File: config.mk
export PLATFORM = sky130hd
export DESIGN_NAME = htebp_ram
export DESIGN_NICKNAME = d
export VERILOG_FILES = /design/src/rtl/htebp_ram.sv
export SDC_FILE = /design/constraint.sdc
export NUM_CORES = 1
export LEC_CHECK = 0
export ABC_CLOCK_PERIOD_IN_PS = 1910
export BUFFER_PORTS_ARGS = -buffer_cell sky130_fd_sc_hd__buf_2
export CAP_MARGIN = 20
export CORE_AREA = 2 2 73 145
export CTS_CLUSTER_DIAMETER = 120
export CTS_CLUSTER_SIZE = 20
export DETAILED_ROUTE_END_ITERATION = 7
export DIE_AREA = 0 0 75 147
export GPL_TIMING_DRIVEN = 0
export PLACE_DENSITY = 0.73
export SKIP_LAST_GASP = 1
export SLEW_MARGIN = 20
export SYNTH_ARGS = -nofsm -noshare
export SYNTH_HDL_FRONTEND = slang
export SYNTH_SLANG_ARGS = --single-unit
File: constraint.sdc
create_clock -name clk -period 1.91 [get_ports clk]
set_input_delay 0.382 -clock clk [delete_from_list [all_inputs] [get_ports clk]]
set_output_delay 0.382 -clock clk [all_outputs]
set_load 0.005 [all_outputs]
File: src/rtl/htebp_ram.sv
// ---------------------------------------------------------------------------
// htebp_ram
// generic single write port, single read port ram with registered read
// ---------------------------------------------------------------------------
module htebp_ram #(
  parameter int unsigned WIDTH = 8,
  parameter int unsigned DEPTH = 16
) (
  input  logic                     clk,
  input  logic                     wr_en,
  input  logic [$clog2(DEPTH)-1:0] wr_addr,
  input  logic [WIDTH-1:0]         wr_data,
  input  logic                     rd_en,
  input  logic [$clog2(DEPTH)-1:0] rd_addr,
  output logic [WIDTH-1:0]         rd_data
);

  logic [WIDTH-1:0] mem_r [DEPTH];
  logic [WIDTH-1:0] rd_data_r;

  always_ff @(posedge clk) begin
    if (wr_en) begin
      mem_r[wr_addr] <= wr_data;
    end
    if (rd_en) begin
      rd_data_r <= mem_r[rd_addr];
    end
  end

  assign rd_data = rd_data_r;

endmodule

* Word-level counts from Yosys, hierarchy flattened
Memory sizes are Yosys's and may differ from the RTL's. A register that Yosys moved wholly into a read port is not among the register bits.
Cells that the tools add are included.
** Storage, ports and cells
- Register bits :: 0
- Bits in writable memories :: 128
- Bits of input ports :: 19
- Output and inout port bits :: 8
- Memories :: 1
** Cells by class
- Muxes and demuxes :: 2
** Memory list
- mem_r :: depth 16, width 8, read ports 1, clocked after Yosys merged registers in 1, wr ports 1, RTL line 18 : logic [WIDTH-1:0] mem_r [DEPTH];
** Operators by type and width (count)
- $mux W1 :: 2

* Longest topological paths before layout
- Depth in word-level cells :: 2
- Mapped depth :: 5

* Least setup slack after synthesis
Ideal clock, no wire load.
- Path type :: input-to-reg
- From :: in wr_addr[2]
- To :: mem mem_r[0][0], enable pin
- Setup time :: 0.383 ns
- Arrival time :: 1.492 ns
- Required time :: 1.527 ns
- Path slack :: 0.035 ns
- Cell stages on the path :: 2
- Path buffers :: 0
- Path through :: or3b_2 nor3_1
** RTL lines
- from (decl) :: RTL line 11 : input logic [$clog2(DEPTH)-1:0] wr_addr,
- to (decl) :: RTL line 18
No word-level cell before the write port.

* Worst setup path in the final report
- From :: in wr_addr[2]
- To :: mem mem_r[1][2], enable pin
No word-level cell before the write port.

==> key figures <==
CTS
  – CTS tree: yes
  – Post-CTS setup buffer count: 0
  – Clock-pin slew on the worst setup and hold paths: about 0.050 ns
  – Root buffer cell: clkbuf_16
  – Post-CTS resize count: 0
  – Inserted Clock Buffers: 17
  – CTS hold repair buffers: 0
  – H-tree depth: 4
  – Clock latency on the worst-skew pair: 0.40 ns
  – Worst-case clock buffer depth: 2
  – CTS sink count: between 100 and 150

Placement
  – IO buf count: 25
  – Post-DP Area: 5540 um^2
  – Pre-CTS WS: -0.177 ns
  – Cells after DPL: 389
  – Routability cong.: 0.741
  – Detailed placement HPWL: 6150 um

Timing
  – RSZ-0062 raised after global routing: false
  – Final Cycle Share: 87.1%
  – Least-Margin Pin Slew: 0.829 ns
  – Relative slew slack: 44.5%
  – Min cycle time layout: around 1.7 ns
  – Hold Violations, Final: 0
  – Post-route setup slack: 0.247 ns
  – Fin. max-slew vios: 0
  – Setup Skew: 0.00589 ns
  – Final Setup Violations: 0
  – Fmax: between 600 and 700 MHz

Global route
  – Tot GR Track Use: 20.1%
  – Vias in the first global route: 2530
  – Global-route wire length before repair: 14900 um
  – Largest net degree at the start of global routing: 17
  – Global route overflow: 0
  – Antenna violations before repair: 0

Yosys
  – Post-synth top area share: 78.1%
  – Syn Inst Count: around 230
  – Compound-gate portion of the synthesized area: 2.30%
  – Largest area contributor in the netlist: edfxtp_1
  – Post-synth top flop: edfxtp_1
  – Synth cell types: 18
  – Mux cell area share after synthesis: ~15%
  – Async set-reset flop share out of synthesis: 0%
  – Synthesized-area fraction occupied by xor and xnor cells: 0%
  – Synth Area in Simple Gates: about 3.1%
  – Top post-synthesis cells by area: edfxtp_1 78%, mux4_2 7.8%, mux4_1 7.0%, a22oi_1 2.3%, nor2_1 0.93%
  – Count leader, synth: edfxtp_1
  – Post-Synth Adder-Cell Area: 0%
  – Post-synthesis net count: 248
  – Largest family of logic cells by synthesized area: multiplexers
  – Flops & latches, synth: 136
  – Register area share after synthesis: ~80%
  – Post-synth EDFFs: 136
  – Mean post-synth cell area: ~23 um^2
  – Synth cell count leaders: 136 x edfxtp_1, 18 x mux4_2, 16 x a22oi_1, 14 x mux4_1, 13 x nor2_1
  – Synthesized area: 5230 um^2
  – Synth warn: 0

Floorplan
  – Die X-Extent: approximately 75 um
  – Row Count: 52
  – Initial core utilization: 52.5%
  – Die Area: 11000 um^2
  – Top Ports: 27
  – Core ar.: around 10000 um^2
  – Die Height: 147 um

Route
  – Post-route DRC: 0
  – Wirelength per Cell: 23.1 um
  – Vias per cell: 5.69
  – Antenna violation net count after detailed routing: 0
  – TritonRoute pass-1 iters: 4
  – DR iter-0 viols: 200
  – Drt total wl: 9740 um
  – DR vias: 2397

Layout
  – Post-route cell area: between 6000 and 7000 um^2
  – Share of cells above drive strength 1: 28.7%
  – Antenna Cells: 0
  – Layout Nets: 292
  – Layout Area Growth over Synthesis: 16.9%
  – Fin cells: 421

Worst setup path
  – CP Class: input port to register
  – WP data arrival: ~1.7 ns
  – Worst Setup End Kind: register
  – CP Launch Type: input port
  – Worst R2R Setup Slack: approximately 0.35 ns
  – Worst-path fanout max: 8
  – WP data required: 1.94 ns

Power and ir drop
  – P_leak: around 2.0 nW
  – Cell Pwr Density: 1110 nW/um^2
  – Worst vdd ir: 0.858 mV

Worst hold path
  – Hold WC Path Type: input port to register

Status
  – Status: complete, no violations

Run
  – Max cap viols: 0
## power by group
part	switching, mW	internal [mW]
registers	0.0162	3.37
clock network	1.07	2.03
logic	0.179	0.129
total	1.26	5.53
## cell type report
type | instances | area (um^2)
fill | 682 | 3840
clock buffer | 22 | 444
buffer | 10 | 86.3
tap | 135 | 169
sequential | 136 | 4080
clock inverter | 10 | 128
timing repair buffer | 25 | 125
multi-input combinational | 83 | 1080
## critical path, stage by stage
cell and delay (ns):
buf_2 0.12, or3b_2 0.53, nor2_1 0.66
## registers in the layout, indices dropped and copies added (netlist names)
register	count
rd_data	8
mem_r	128
## layer usage
| metal | part of all wire [%] | routed length, um | GRT usage [%] |
|---|---|---|---|
| met1 | 39 | 3800 | 26.2 |
| met2 | 54 | 5240 | 31.2 |
| met3 | 5.3 | 517 | 6.17 |
| met4 | 1.9 | 187 | 8.48 |
| met5 | 0 | 0 | 0 |
## cell usage in the layout, fill, tap and decap left out
cell	n
a22oi_1	16
and2_1	1
and2b_1	1
buf_2	28
buf_4	1
buf_6	3
bufinv_16	3
clkbuf_1	5
clkbuf_16	17
clkdlybuf4s25_2	3
clkinv_1	3
clkinv_2	2
clkinv_4	1
clkinvlp_4	1
edfxtp_1	136
mux4_1	14
mux4_2	18
nand2_1	9
nand2b_1	2
nand3_1	1
nand3b_1	2
nor2_1	13
nor2b_1	1
nor3_2	4
or3b_2	1
## stage by stage
stage	hold WS, ns	TNS [ns]	total power [mW]	utilization, %
2_1_floorplan	0.481	0	3.61	-
3_3_place_gp	0.719	-10.85	3.74	55.5
5_1_grt	0.307	0	7.02	61.4
4_1_cts	0.294	0	6.85	61.4
6_report	0.310	0	6.79	61.4
3_5_place_dp	0.723	-4.57	3.75	55.7
## kinds of logic (layout without fill, tap and decap cells)
| group | count (synthesis) | count (layout) |
|---|---|---|
| mux | 32 | 32 |
| flops | 136 | 136 |
| simple gates | 35 | 35 |
| compound gates | 16 | 16 |
| buf+inv | 10 | 67 |
## worst paths after layout
path,cells after the start,startpoint,end
worst min register to register,3,mem_r[10][7],rd_data[7]
worst max register to register,3,mem_r[1][0],rd_data[0]
worst min-delay path,1,rd_en,rd_data[1]
worst max-delay path,3,wr_addr[2],mem_r[1][2]
No activity file was read; power rests on OpenSTA's default activity.
