`src/rtl/htebp_pkg.sv`:
```
// ---------------------------------------------------------------------------
// htebp_pkg
// shared types and constants of the huffman table encoder bit packer
// ---------------------------------------------------------------------------
package htebp_pkg;

  localparam int unsigned MAX_CODE_LEN_DEF = 32;
  localparam int unsigned SYMBOL_COUNT_DEF = 256;
  localparam int unsigned CODE_W           = 32;
  localparam int unsigned CAP_W            = 21;
  localparam logic [CAP_W-1:0] CAPACITY_RESET = 21'd1048576;

  typedef enum logic [1:0] {
    OP_LOAD    = 2'd0,
    OP_ENCODE  = 2'd1,
    OP_FLUSH   = 2'd2,
    OP_RESTART = 2'd3
  } opcode_t;

  typedef enum logic [1:0] {
    ST_OK       = 2'd0,
    ST_INVALID  = 2'd1,
    ST_OVERFLOW = 2'd2
  } status_t;

  typedef struct packed {
    opcode_t     opcode;
    logic [7:0]  symbol;
    logic [31:0] code_bits;
    logic [5:0]  code_length;
  } in_t;

  typedef struct packed {
    logic        byte_valid;
    logic [7:0]  out_byte;
    logic [19:0] byte_position;
    status_t     status;
    logic [20:0] total_bytes;
    logic        last;
  } out_t;

  // stream state carried between requests
  typedef struct packed {
    logic [7:0]       pend_byte;
    logic [2:0]       pend_cnt;
    logic [CAP_W-1:0] wpos;
    logic             ovf;
  } state_t;

endpackage

```
`src/rtl/htebp_pack.sv`:
```
// ---------------------------------------------------------------------------
// htebp_pack
// msb-first bit packer: merges a code word into the pending byte, splits out
// the completed bytes and checks them against the output capacity
// ---------------------------------------------------------------------------
module htebp_pack #(
  parameter int unsigned MAX_CODE_LEN = htebp_pkg::MAX_CODE_LEN_DEF
) (
  input  htebp_pkg::opcode_t                 op,
  input  logic                               hit,
  input  logic [htebp_pkg::CODE_W-1:0]       code,
  input  logic [$clog2(MAX_CODE_LEN+1)-1:0]  len,
  input  htebp_pkg::state_t                  st,
  input  logic [htebp_pkg::CAP_W-1:0]        cap,
  output htebp_pkg::state_t                  st_nxt,
  output htebp_pkg::out_t                    res [(MAX_CODE_LEN + 7) / 8],
  output logic [$clog2((MAX_CODE_LEN + 7) / 8 + 1)-1:0] res_cnt
);

  localparam int unsigned NB    = (MAX_CODE_LEN + 7) / 8;
  localparam int unsigned CNT_W = $clog2(NB + 1);
  localparam int unsigned AW    = 8 * (NB + 1);
  localparam int unsigned SHW   = $clog2(AW + 1);
  localparam int unsigned TW    = $clog2(MAX_CODE_LEN + 8);
  localparam int unsigned NFW   = TW - 3;
  localparam int unsigned CAP_W = htebp_pkg::CAP_W;

  logic [AW-1:0]    code_w;
  logic [AW-1:0]    mask;
  logic [AW-1:0]    acc;
  logic [AW-1:0]    rest;
  logic [SHW-1:0]   sh;
  logic [TW-1:0]    tot;
  logic [NFW-1:0]   nf;
  logic [NFW-1:0]   nemit;
  logic [CAP_W-1:0] avail;
  logic             ovf_hit;
  logic [7:0]       bytes [NB];

  // merged bit window: pending bits on top, code right behind them
  always_comb begin
    code_w  = AW'(code);
    mask    = ~({AW{1'b1}} << len);
    sh      = SHW'(AW) - SHW'(st.pend_cnt) - SHW'(len);
    acc     = {st.pend_byte, {(AW-8){1'b0}}} | ((code_w & mask) << sh);
    tot     = TW'(st.pend_cnt) + TW'(len);
    nf      = tot[TW-1:3];
    rest    = acc << {nf, 3'b000};
    avail   = (cap > st.wpos) ? (cap - st.wpos) : '0;
    ovf_hit = CAP_W'(nf) > avail;
    nemit   = ovf_hit ? avail[NFW-1:0] : nf;
    for (int i = 0; i < NB; i++) begin
      bytes[i] = acc[AW-1-8*i -: 8];
    end
  end

  always_comb begin
    st_nxt  = st;
    res_cnt = CNT_W'(1);
    for (int i = 0; i < NB; i++) begin
      res[i]        = '0;
      res[i].status = htebp_pkg::ST_OK;
    end

    unique case (op)
      htebp_pkg::OP_LOAD: begin
        res[0].last = 1'b1;
      end

      htebp_pkg::OP_RESTART: begin
        st_nxt      = '0;
        res[0].last = 1'b1;
      end

      htebp_pkg::OP_FLUSH: begin
        res[0].last        = 1'b1;
        res[0].total_bytes = st.wpos;
        if (st.ovf) begin
          res[0].status = htebp_pkg::ST_OVERFLOW;
        end else if (st.pend_cnt != '0) begin
          st_nxt.pend_byte = '0;
          st_nxt.pend_cnt  = '0;
          if (avail == '0) begin
            st_nxt.ovf    = 1'b1;
            res[0].status = htebp_pkg::ST_OVERFLOW;
          end else begin
            st_nxt.wpos          = st.wpos + CAP_W'(1);
            res[0].byte_valid    = 1'b1;
            res[0].out_byte      = st.pend_byte;
            res[0].byte_position = st.wpos[19:0];
            res[0].total_bytes   = st.wpos + CAP_W'(1);
          end
        end
      end

      htebp_pkg::OP_ENCODE: begin
        if (st.ovf) begin
          res[0].status = htebp_pkg::ST_OVERFLOW;
          res[0].last   = 1'b1;
        end else if (!hit || len == '0) begin
          res[0].status = htebp_pkg::ST_INVALID;
          res[0].last   = 1'b1;
        end else begin
          for (int i = 0; i < NB; i++) begin
            if (NFW'(i) < nemit) begin
              res[i].byte_valid    = 1'b1;
              res[i].out_byte      = bytes[i];
              res[i].byte_position = 20'(st.wpos + CAP_W'(i));
            end else if (ovf_hit && NFW'(i) == nemit) begin
              res[i].status = htebp_pkg::ST_OVERFLOW;
              res[i].last   = 1'b1;
            end
            if (!ovf_hit && nf != '0 && NFW'(i) == nf - NFW'(1)) begin
              res[i].last = 1'b1;
            end
          end
          // no byte completed: a single empty result
          if (!ovf_hit && nf == '0) begin
            res[0].last = 1'b1;
          end
          st_nxt.wpos = st.wpos + CAP_W'(nemit);
          if (ovf_hit) begin
            st_nxt.ovf       = 1'b1;
            st_nxt.pend_byte = '0;
            st_nxt.pend_cnt  = '0;
            res_cnt          = CNT_W'(nemit) + CNT_W'(1);
          end else begin
            st_nxt.pend_byte = rest[AW-1 -: 8];
            st_nxt.pend_cnt  = tot[2:0];
            res_cnt          = (nf == '0) ? CNT_W'(1) : CNT_W'(nf);
          end
        end
      end

      default: begin
        res[0].last = 1'b1;
      end
    endcase
  end

endmodule

```
`config.mk`:
```
export PLATFORM = sky130hd
export DESIGN_NAME = htebp_pack
export DESIGN_NICKNAME = d
export VERILOG_FILES = /design/src/rtl/htebp_pkg.sv /design/src/rtl/htebp_pack.sv
export SDC_FILE = /design/constraint.sdc
export NUM_CORES = 1
export LEC_CHECK = 0
export BUFFER_PORTS_ARGS = -buffer_cell sky130_fd_sc_hd__buf_2
export CORE_AREA = 4 4 178 180
export DETAILED_ROUTE_END_ITERATION = 16
export DIE_AREA = 0 0 182 184
export GPL_TIMING_DRIVEN = 0
export PLACE_DENSITY = 0.55
export SLEW_MARGIN = 20
export SYNTH_ARGS = -nofsm -noshare
export SYNTH_HDL_FRONTEND = slang
export SYNTH_SLANG_ARGS = --single-unit
```
`constraint.sdc`:
```
create_clock -name vclk -period 20.7
set_input_delay 2.07 -clock vclk [all_inputs]
set_output_delay 2.07 -clock vclk [all_outputs]
set_load 0.02 [all_outputs]
```
# Word level (Yosys, flattened, before mapping)
# Index checks and enable logic that the tools add are counted.
[word_totals] wordCells=121 regBits=0 output_inout_bits=248 in_bits=95
[classes] mux=68 magnitude_cmp=6 n_shift=3 n_bitwise=3 add_sub_neg=10 reduce_logical=22 eq_ne=9
[op_table] op="two-way mux 29 bit" count=8
[op_table] op="two-way mux 32 bit" count=6
[op_table] op="two-way mux 33 bit" count=4
[op_table] op="case mux 33 bit (3 select lines)" count=1
[op_table] op="two-way mux 31 bit" count=3
[op_table] op="two-way mux 21 bit" count=4
[op_table] op="<< shifter 40 x 6 -> 40 bit" count=2
[op_table] op="case mux 31 bit (2 select lines)" count=1
[op_table] op="two-way mux 52 bit" count=1
[op_table] op="adder 20 x 2 -> 20 bit, second input constant" count=2
[op_table] op="bitwise AND 32 x 40 -> 40 bit" count=1
[op_table] op="NOT 40 bit" count=1
[op_table] op="OR 40 bit" count=1
[op_table] op="<< shifter 40 x 6 -> 40 bit, first input constant" count=1
[op_table] op="two-way mux 2 bit" count=12
[op_table] op="adder 21 x 1 -> 21 bit, second input constant" count=1
[op_table] op="adder 21 x 3 -> 21 bit" count=1
[op_table] op="greater-than comparator 21 bit" count=1
[op_table] op="greater-than comparator 3 x 21 -> 1 bit" count=1
[op_table] op="zero test 21 bit" count=1
[op_table] op="subtractor 21 bit" count=1
[op_table] op="two-way mux 1 bit" count=20
[op_table] op="two-way mux 3 bit" count=6
[op_table] op="== test 2 x 3 -> 1 bit, first input constant" count=4
[op_table] op="20 further kinds" count=37

# Depth between registers and ports, before layout
[logic_depth] depth_word=13 mapped_depth=35 mapped_depth_nobuf=30

# Least setup slack after synthesis
# OpenSTA, ideal clock, no wires.
[synth_timing] kind="input-to-output" from="input st[4] in the netlist's numbering" to="output st_nxt[15] in the netlist's numbering" t_required_ns=18.630 n_path_buf=4 arrival_time_ns=8.733 cell_stages=34 slack_ns=9.897 path_cell_list="buf_1 > clkinv_1 > ha_1 > nand4_1 > a2111oi_2 > nor2_1 > o211ai_2 > o21ai_0 > a21o_1 > clkbuf_1 > clkbuf_1 > nor2_1 > inv_1 > ha_1 > nor2b_1 > o21ai_0 > a32oi_1 > inv_1 > or3_1 > nor3_1 > a311o_1 > buf_4 > ha_1 > inv_1 > fa_1 > nor2b_1 > o21ai_0 > nor3_1 > nand3_1 > nor2_1 > nand2_1 > a221o_1 > a21oi_1 > o311ai_0"
[synth_lines] item="from (decl)" line_no="htebp_pack.sv:13" rtl="input htebp_pkg::state_t st,"
[synth_lines] item="to (decl)" line_no="htebp_pack.sv:15" rtl="output htebp_pkg::state_t st_nxt,"

==> results.py <==
metrics = {
    "run_status": {
        "status": "complete, no violations",
    },
    "floorplanning": {
        "dieHeight_um": 184,
        "dieArea_um2": 33490,
        "num_rows": 64,
        "initial_core_util_pct": 28.70,
        "die_x_um": 182,
        "core_um2": 30190,
        "io_pins": 343,
    },
    "timing": {
        "fin_crit_sh_pct": 65.30,
        "setup_viol": 0,
        "slew_violations": 0,
        "relSlewSlack_pct": 23.69,
        "layout_min_cycle_time_ns": 13.52,
        "hold_viol_final": 0,
        "rsz0062_at_grt": "false",
        "finalWorstSetupSlack_ns": 7.183,
        "worst_slew_pin_slew_ns": 1.136,
        "fmax_mhz": 73.98,
        "setup_tns_ns": 0,
    },
    "layout": {
        "seq_cell_count": 0,
        "design.final.nets": 1872,
        "fillerInstances": 3417,
        "area_growth_pct": 24.12,
        "regArea_um2": 0,
        "multi_input_area_um2": 7724,
        "n_clock_buffer": 0,
        "layout-drive-gt1-share_pct": 22.62,
    },
    "route": {
        "drtPass1Iterations": 6,
        "drt_iter0_markers": 1256,
        "drc_errors": 0,
        "met3WireLength_um": 4783,
        "via_per_inst": 5.688,
        "vias": 12040,
        "wl_met1_um": 19220,
        "detail_route.wl_per_cell_um": 22.20,
        "finalWirelength_um": 46990,
        "maxUsedRoutingLayer": "met4",
        "routed-wl-met2_um": 21310,
        "drtAntennaViolNets": 0,
    },
    "critical_path": {
        "path_common_cell": "clkbuf_1",
        "crit_type": "in2out",
        "critPathSlowestCell": "a32oi_1",
        "crit_path_max_incr_delay_ns": 0.55,
        "crit_required_ns": 18.63,
        "crit_path_start": "st[9]",
        "critPathArrivalTime_ns": 11.45,
        "end_kind": "primary output",
        "startpoint_type": "input pin",
        "crit_path_max_fanout": 10,
    },
    "clock_tree": {
        "cts.repair.resized": 0,
        "cts_setup_buffers": 0,
        "cts_hold_buf": 0,
    },
    "flow_run": {
        "drv_cap": 0,
    },
    "global_routing": {
        "track_usage_pct": 25.96,
        "grt_pass1_wl_um": 68830,
        "antenna_found_initial": 1,
        "grt_pass1_vias": 11490,
        "grt_overflow": 0,
        "grt_max_degree": 11,
    },
    "power_and_ir_drop": {
        "power_w": 0.0004089,
        "vdd_ir_drop_max_mv": 0.01244,
        "leakage_nw": 4.850,
        "power_density_nw_per_um2": 38.02,
    },
    "placed_design": {
        "dp_slack_ns": 7.505,
        "io_buffers": 267,
        "dp_hpwl_um": 39310,
        "place_congestion": 0.9815,
    },
    "synthesis": {
        "synthCells": 1388,
        "synth_area_um2": 8665,
        "yosysWarnings": 0,
        "synth_top_area_share_pct": 8.448,
        "netlist_top_cells_area": "nor2_1, xnor2_1, ha_1",
        "avgSynthCellArea_um2": 6.242,
        "synth.largest_area_cell": "nor2_1",
        "ys_types": 78,
        "ys_seq_area_share_pct": 0,
    },
    "worst_hold_path": {
        "hold_path_class": "in2out",
        "min-delay-start": "st[24]",
    },
}
-- worst paths after layout --
check,cells past startpoint,slack [ns],endpoint
setup / recovery,34,7.18,st_nxt[15]
hold / removal,4,4.55,st_nxt[24]
-- cells in the mapped netlist (5+ instances only) --
cell type / n
or3_1: 17
mux2i_1: 52
buf_4: 68
o31ai_1: 14
o221ai_1: 7
nand2b_1: 6
mux4_2: 10
mux2_2: 11
inv_1: 58
clkinv_1: 7
a31oi_1: 16
a211oi_1: 6
nand2_1: 113
o21ai_0: 83
xnor2_1: 77
nor3_1: 71
a22oi_1: 8
a21o_1: 12
nor4_1: 25
a211o_1: 6
buf_2: 5
nand3_1: 33
and2_1: 8
xor2_1: 9
buf_1: 11
o22ai_1: 13
o21a_1: 18
a221o_1: 6
a21oi_1: 98
clkbuf_1: 94
and3_1: 13
or4_1: 5
nor2b_1: 6
ha_1: 50
o311ai_0: 13
o211ai_1: 12
nand4_1: 16
or2_2: 12
nor2_1: 195
a221oi_1: 5
fa_1: 5
o2bb2ai_1: 9
nor4b_1: 8
a22o_1: 8
-- layout make-up --
class                      count  share of cell area (%)
tap                          396                   4.607
buffer                       179                   8.749
timing repair buffer         267                   12.43
multi-input combinational   1206                   71.82
inverter                      68                   2.373
antenna                        1                 0.02327
-- kinds of logic (layout without fill, tap and decap cells) --
family	count (synthesis)	after routing	synth area share, %
xor+xnor	86	86	8.693
buf+inv	247	514	13.81
other cells	1	67	0.04328
fa+ha+maj	55	55	8.375
mux	73	73	10.04
compound gates	388	388	30.02
simple gates	538	538	29.03
-- metrics by stage --
stage | instance area (µm²) | cells | utilization [%] | hold slack, ns
floorplan | 8909 | 1453 | - | 4.220
global placement | 10740 | 2116 | 35.58 | 4.532
detailed placement | 10750 | 2116 | 35.61 | 4.540
CTS | 10750 | 2116 | 35.61 | 4.543
global route | 10750 | 2117 | 35.62 | 4.570
finish | 10750 | 2117 | 35.62 | 4.551
-- cell usage in the layout (no fill, tap or decap), types with 7 or more instances in the layout --
| cell type | netlist | final |
|---|---|---|
| nand2_1 | 113 | 113 |
| buf_1 | 11 | 11 |
| o311ai_0 | 13 | 13 |
| and3_1 | 13 | 13 |
| mux2i_1 | 52 | 52 |
| nor4b_1 | 8 | 7 |
| o221ai_1 | 7 | 7 |
| a21oi_1 | 98 | 98 |
| nor2_1 | 195 | 195 |
| or3_1 | 17 | 17 |
| a31oi_1 | 16 | 16 |
| o211ai_1 | 12 | 12 |
| o21ai_0 | 83 | 83 |
| clkbuf_1 | 94 | 94 |
| o31ai_1 | 14 | 14 |
| clkinv_1 | 7 | 7 |
| o22ai_1 | 13 | 13 |
| conb_1 | 1 | 66 |
| a22o_1 | 8 | 8 |
| a22oi_1 | 8 | 8 |
| buf_4 | 68 | 68 |
| o21a_1 | 18 | 18 |
| o2bb2ai_1 | 9 | 9 |
| buf_2 | 5 | 272 |
| and2_1 | 8 | 8 |
| or2_2 | 12 | 12 |
| ha_1 | 50 | 50 |
| nor4_1 | 25 | 25 |
| a21o_1 | 12 | 12 |
| inv_1 | 58 | 58 |
| nand4_1 | 16 | 16 |
| nor3_1 | 71 | 70 |
| xnor2_1 | 77 | 77 |
| xor2_1 | 9 | 9 |
| mux2_2 | 11 | 11 |
| nand3_1 | 33 | 33 |
| mux4_2 | 10 | 10 |
-- where the power goes --
group	internal, W	switching [W]	leakage, nW
logic	0.000133	0.000275	4.85
clock network	0.00000000000654	0	0.00000634
registers	0	0	0
-- routing by layer --
layer | GRT usage [%] | vias up
met5 | 0 | -
li1 | - | 5582
met2 | 42.79 | 729
met3 | 4.195 | 93
met4 | 8.076 | 0
met1 | 34.85 | 5637
-- worst max-delay path, delay by kind of cell --
kind	cells	cell delay [ns]
compound gates	14	3.59
simple gates	8	1.74
fa+ha+maj	3	1.12
buf+inv	9	2.92
No activity file was read; power rests on OpenSTA's default activity.
